--- config.mk ---
export PLATFORM = sky130hd
export DESIGN_NAME = gspe_ctrl
export DESIGN_NICKNAME = d
export VERILOG_FILES = /design/src/design/gspe_pkg.sv /design/src/design/gspe_ctrl.sv
export SDC_FILE = /design/constraint.sdc
export NUM_CORES = 1
export LEC_CHECK = 0
export ABC_CLOCK_PERIOD_IN_PS = 1390
export BUFFER_PORTS_ARGS = -buffer_cell sky130_fd_sc_hd__buf_2
export CAP_MARGIN = 15
export CORE_MARGIN = 8
export CORE_UTILIZATION = 35
export DETAILED_ROUTE_END_ITERATION = 8
export PLACE_DENSITY = 0.66
export SLEW_MARGIN = 30
export SYNTH_ARGS = -nofsm -noshare
export SYNTH_HDL_FRONTEND = slang
export SYNTH_SLANG_ARGS = --single-unit
--- constraint.sdc ---
create_clock -name clock -period 1.39 [get_ports clock]
set_input_delay 0.139 -clock clock [delete_from_list [all_inputs] [get_ports clock]]
set_output_delay 0.139 -clock clock [all_outputs]
set_load 0.02 [all_outputs]
--- src/design/gspe_pkg.sv ---
// ----------------------------------------------------------------------------
// gspe_pkg
// Shared types, field widths and codes for the shortest-path engine.
// ----------------------------------------------------------------------------
package gspe_pkg;

   localparam int unsigned MAX_VERTICES_DEF = 64;
   localparam int unsigned MAX_EDGES_DEF    = 256;

   localparam int unsigned VC_W   = 7;
   localparam int unsigned VTX_W  = 6;
   localparam int unsigned WGT_W  = 32;
   localparam int unsigned DIST_W = 40;
   localparam int unsigned ACT_W  = 2;
   localparam int unsigned ST_W   = 2;

   localparam logic [VC_W-1:0]   VC_RESET     = 7'd64;
   localparam logic [DIST_W-1:0] DIST_UNKNOWN = 40'hFF_FFFF_FFFF;
   localparam logic [DIST_W-1:0] DIST_SAT     = 40'hFF_FFFF_FFFE;

   localparam logic [ACT_W-1:0] ACT_CLEAR = 2'd0;
   localparam logic [ACT_W-1:0] ACT_ADD   = 2'd1;
   localparam logic [ACT_W-1:0] ACT_QUERY = 2'd2;

   localparam logic [ST_W-1:0] ST_OK      = 2'd0;
   localparam logic [ST_W-1:0] ST_FULL    = 2'd1;
   localparam logic [ST_W-1:0] ST_UNREACH = 2'd2;
   localparam logic [ST_W-1:0] ST_RANGE   = 2'd3;

   typedef struct packed {
      logic [ACT_W-1:0] action;
      logic [VTX_W-1:0] vertex_a;
      logic [VTX_W-1:0] vertex_b;
      logic [WGT_W-1:0] edge_weight;
   } req_type;

   typedef struct packed {
      logic [ST_W-1:0]   status;
      logic [VTX_W-1:0]  path_vertex;
      logic [DIST_W-1:0] path_distance;
      logic              last;
   } rsp_type;

   typedef struct packed {
      logic [WGT_W-1:0] weight;
      logic [VTX_W-1:0] vertex_b;
      logic [VTX_W-1:0] vertex_a;
   } edge_type;

   typedef struct packed {
      logic latch;
      logic exec_single;
      logic init_query;
      logic scan_init;
      logic scan_step;
      logic settle;
      logic edge_rd;
      logic edge_dist;
      logic edge_upd;
      logic walk_init;
      logic walk_step;
      logic walk_load;
      logic emit_rd;
      logic out_single;
      logic out_unreach;
      logic out_path;
   } cmd_type;

   typedef struct packed {
      logic [ACT_W-1:0] action;
      logic             range_bad;
      logic             scan_done;
      logic             found;
      logic             best_is_target;
      logic             edge_more;
      logic             walk_more;
      logic             emit_last;
      logic             out_free;
   } stat_type;

endpackage

--- src/design/gspe_ctrl.sv ---
// ----------------------------------------------------------------------------
// gspe_ctrl
// Sequencer for loads, queries, path walk-back and word emission.
// ----------------------------------------------------------------------------
module gspe_ctrl (
   input  logic               clock,
   input  logic               reset,
   input  logic               req_valid,
   output logic               req_ready,
   input  gspe_pkg::stat_type stat,
   output gspe_pkg::cmd_type  cmd
);
   import gspe_pkg::*;

   localparam logic [3:0] S_IDLE      = 4'd0;
   localparam logic [3:0] S_DECODE    = 4'd1;
   localparam logic [3:0] S_SINGLE    = 4'd2;
   localparam logic [3:0] S_SCAN_INIT = 4'd3;
   localparam logic [3:0] S_SCAN      = 4'd4;
   localparam logic [3:0] S_EDGE      = 4'd5;
   localparam logic [3:0] S_EDGE_D    = 4'd6;
   localparam logic [3:0] S_EDGE_U    = 4'd7;
   localparam logic [3:0] S_UNREACH   = 4'd8;
   localparam logic [3:0] S_WALK_INIT = 4'd9;
   localparam logic [3:0] S_WALK      = 4'd10;
   localparam logic [3:0] S_WALK_W    = 4'd11;
   localparam logic [3:0] S_EMIT_RD   = 4'd12;
   localparam logic [3:0] S_EMIT      = 4'd13;

   logic [3:0] state_ff;
   logic [3:0] state_in;

   assign req_ready = (state_ff == S_IDLE);

   always_comb begin
      cmd      = '0;
      state_in = state_ff;
      unique case (state_ff)
         S_IDLE: begin
            if (req_valid) begin
               cmd.latch = 1'b1;
               state_in  = S_DECODE;
            end
         end
         S_DECODE: begin
            if (stat.action == ACT_CLEAR || stat.action == ACT_ADD) begin
               state_in = S_SINGLE;
            end else if (stat.action == ACT_QUERY) begin
               if (stat.range_bad) begin
                  state_in = S_SINGLE;
               end else begin
                  cmd.init_query = 1'b1;
                  state_in       = S_SCAN_INIT;
               end
            end else begin
               state_in = S_IDLE;
            end
         end
         S_SINGLE: begin
            if (stat.out_free) begin
               cmd.out_single  = 1'b1;
               cmd.exec_single = (stat.action == ACT_CLEAR) || (stat.action == ACT_ADD);
               state_in        = S_IDLE;
            end
         end
         S_SCAN_INIT: begin
            cmd.scan_init = 1'b1;
            state_in      = S_SCAN;
         end
         S_SCAN: begin
            if (!stat.scan_done) begin
               cmd.scan_step = 1'b1;
            end else if (!stat.found) begin
               state_in = S_UNREACH;
            end else if (stat.best_is_target) begin
               state_in = S_WALK_INIT;
            end else begin
               cmd.settle = 1'b1;
               state_in   = S_EDGE;
            end
         end
         S_EDGE: begin
            if (stat.edge_more) begin
               cmd.edge_rd = 1'b1;
               state_in    = S_EDGE_D;
            end else begin
               state_in = S_SCAN_INIT;
            end
         end
         S_EDGE_D: begin
            cmd.edge_dist = 1'b1;
            state_in      = S_EDGE_U;
         end
         S_EDGE_U: begin
            cmd.edge_upd = 1'b1;
            state_in     = S_EDGE;
         end
         S_UNREACH: begin
            if (stat.out_free) begin
               cmd.out_unreach = 1'b1;
               state_in        = S_IDLE;
            end
         end
         S_WALK_INIT: begin
            cmd.walk_init = 1'b1;
            state_in      = S_WALK;
         end
         S_WALK: begin
            if (stat.walk_more) begin
               cmd.walk_step = 1'b1;
               state_in      = S_WALK_W;
            end else begin
               state_in = S_EMIT_RD;
            end
         end
         S_WALK_W: begin
            cmd.walk_load = 1'b1;
            state_in      = S_WALK;
         end
         S_EMIT_RD: begin
            cmd.emit_rd = 1'b1;
            state_in    = S_EMIT;
         end
         S_EMIT: begin
            if (stat.out_free) begin
               cmd.out_path = 1'b1;
               state_in     = stat.emit_last ? S_IDLE : S_EMIT_RD;
            end
         end
         default: begin
            state_in = S_IDLE;
         end
      endcase
   end

   always_ff @(posedge clock) begin
      if (reset) begin
         state_ff <= S_IDLE;
      end else begin
         state_ff <= state_in;
      end
   end

endmodule

==> flow_summary.toml <==
[placed_design]
port_buffers = 29
dp_hpwl_mm = 1.707
gp_congestion = 0.9163

[power]
power_density_mw_per_mm2 = 668.2
p_leak_nw = 0.4704
totalPowerFinal_w = 0.0007065
ir_worst_vdd_mv = 0.3548

[drt]
avgRoutedWirePerCell_um = 17.14
vias = 853
drc_errors = 0
dr.pass1.iters = 4
routed_wl_mm = 2.520
drtIter0Drc = 26
avgViaCountPerCell = 5.803
ant_nets = 0

[sta]
worst_hold_slack_ns = 0.1106
finalHoldViolCount = 0
setup_tns_ns = -0.03195
finalCritPeriodShare_pct = 101.6
period_needed_ns = 1.412
max_slew_margin_pct = 81.03
fmaxAchievable_mhz = 708.2
fin_worst_skew_ns = 0.008677
finalMaxSlewViolations = 0
fin_ws_ns = -0.02212
rsz0062_at_grt = "yes"
tightest_slew_ns = 0.2835
setup_viol = 4

[synth]
syn_inst = 86
synthTopCellsByArea = "dfxtp_1, nor3_1, nor2_1"
ys_warn_count = 0
syn-num-nets = 99
netlist_area_um2 = 570.5
ys_seq_area_share_pct = 14.04
synth-seq-cells = 4
ys_types = 35
synth_top_cell_by_area = "dfxtp_1"
yosysTopAreaCellShare_pct = 14.04
avgSynthCellArea_um2 = 6.634

[clocking]
clk_pin_slew_ns = 0.05
clk_latency_ns = 0.25
clockBufferDepth = 2
h-tree-depth = 1
cts-root-buf = "clkbuf_4"
cts_tree = "yes"
cts_sinks = 4
cts_buffers = 3

[global_routing]
grt_max_degree = 13
grt.total_usage_pct = 13.48
grt_pass1_vias = 812
antenna_found_initial = 1
grt_pass1_wl_mm = 3.622
grt_overflow = 0

[status]
violations = "negative setup slack"
status = "finished, violations left"

[layout]
largest_reg_flops = 4
largest_register = "state_ff"
syn_to_final_growth_pct = 85.31
multi_input_area_um2 = 548.0
reg_top3 = "state_ff x4"
ff_latch_area_um2 = 90.09
fillerInstances = 123
drive_gt1_share_pct = 60.00
nNetsFinal = 145
post-route-util_pct = 69.38

[floorplan]
core_area_mm2 = 0.001524
chipWidth_um = 56.38
rows = 14
io_pins = 30
die_area_mm2 = 0.003178
start_util_pct = 37.44
die_h_um = 56.38

[critical_path]
reg2reg_to = "state_ff[2]$_SDFFE_PP0P_"
critical-path-slowest-cell = "dfxtp_2"
arrival_ns = 1.27
crit_chain = "or2_4, nor3_4, and2b_2, buf_6"
cp-start-kind = "flop"
crit_type = "flop to output pin"
worstPathMaxFanout = 6
end_kind = "output pin"
crit_start = "state_ff[0]$_SDFFE_PP0P_"
critPathRequiredTime_ns = 1.25
r2r_slack_ns = 0.02
slowest_delay_ns = 0.32
cp-endpoint = "cmd[14]"
reg2reg_depth = 5
r2r-start = "state_ff[3]$_SDFFE_PP0P_"

[worst_hold_path]
hp-class = "input pin to flop"

[run]
cap_violations = 0
stage by stage:
stage | worst slack, ns | instance area (um2) | std cells
global route | -0.06079 | 1057 | 147
floorplan | -0.04856 | 605.6 | 86
finish | -0.02212 | 1057 | 147
detailed placement | -0.03166 | 833.3 | 139
global placement | -0.009680 | 833.3 | 139
CTS | -0.03801 | 937.1 | 143
cell type report:
| class | instances | share of cell area [%] |
|---|---|---|
| multi-input cells | 71 | 51.83 |
| well taps | 16 | 1.893 |
| clock buffers | 3 | 2.130 |
| flip-flops and latches | 4 | 8.521 |
| diodes | 1 | 0.2367 |
| inverters | 4 | 1.420 |
| repair buffers | 48 | 33.96 |
per-layer routing:
metal / share of wire [%] / global-route usage [%] / up-vias / wire [um]
li1: - / - / 398 / -
met1: 42 / 14.36 / 401 / 1048
met2: 47 / 23.61 / 43 / 1188
met3: 6.2 / 3.146 / 11 / 156
met4: 5.0 / 7.560 / 0 / 127
met5: 0 / 0 / - / 0
cells in the mapped netlist (all sizes together):
library cell and number:
nor2 10, nor3 10, nand2 8, o21ai 7, a21oi 6, buf 6, and3 4, dfxtp 4
inv 4, nand2b 3, and2 2, and2b 2, nor2b 2, nor4 2, o2bb2ai 2, a211oi 1
a21o 1, a221oi 1, a2bb2oi 1, a311oi 1, a31oi 1, clkbuf 1, nand4b 1, o211ai 1
o22ai 1, o311a 1, or2 1, or3b 1, xnor2 1
power breakdown:
| part | internal [W] | leakage, nW | switching, W |
|---|---|---|---|
| sequential | 0.000125 | 0.0349 | 0.0000178 |
| clock | 0.0000977 | 0.0138 | 0.0000642 |
| combinational | 0.000195 | 0.422 | 0.000207 |
| total | 0.000418 | 0.470 | 0.000289 |
worst min-delay path by stage:
stage / from / end / cells after the start / slack, ns
3_5_place_dp: reset / state_ff[3]$_SDFFE_PP0P_ / 2 / 0.38
4_1_cts: reset / state_ff[2]$_SDFFE_PP0P_ / 2 / 0.12
5_1_grt: reset / state_ff[1]$_SDFFE_PP0P_ / 2 / 0.12
3_3_place_gp: reset / state_ff[2]$_SDFFE_PP0P_ / 2 / 0.38
2_1_floorplan: reset / state_ff[1]$_SDFFE_PP0P_ / 1 / 0.21
6_report: reset / state_ff[1]$_SDFFE_PP0P_ / 2 / 0.11
critical path, delay by kind of cell (launching register included):
family | cells | cell delay (ns)
buffers and inverters | 1 | 0.11
DFF | 1 | 0.32
and+or+nand+nor | 3 | 0.60
repair_timing:
item | CTS | global route
gates cloned | 0 | 0
pin swaps | 4 | 7
setup endpoints to repair | 18 | 16
resized for setup | 25 | 23
buffers inserted | 1 | 3
hold buffers | 0 | 0
cell usage in the layout, fill, tap and decap left out, types with 2 or more instances in the layout:
cell | synthesis | layout
buf_2 | 1 | 19
buf_4 | 4 | 15
buf_6 | 1 | 13
nor2_1 | 10 | 9
nand2_1 | 8 | 6
a21oi_1 | 6 | 6
o21ai_0 | 5 | 5
nor3_2 | 0 | 4
nor3_4 | 0 | 3
inv_1 | 4 | 3
and3_1 | 4 | 3
nor3_1 | 10 | 3
clkbuf_4 | 0 | 3
nand2_2 | 0 | 2
and2b_2 | 1 | 2
and2_1 | 2 | 2
nand2b_4 | 0 | 2
o2bb2ai_1 | 2 | 2
dfxtp_2 | 0 | 2
dfxtp_4 | 0 | 2
logic make-up after synthesis:
group	Yosys count	synth area share, %
flip-flops	4	14.04
AO/OA/AOI/OAI	24	30.71
AND/OR/NAND/NOR	46	42.33
buffers and inverters	11	11.40
XOR/XNOR	1	1.535
No activity file was read; power rests on OpenSTA's default activity.
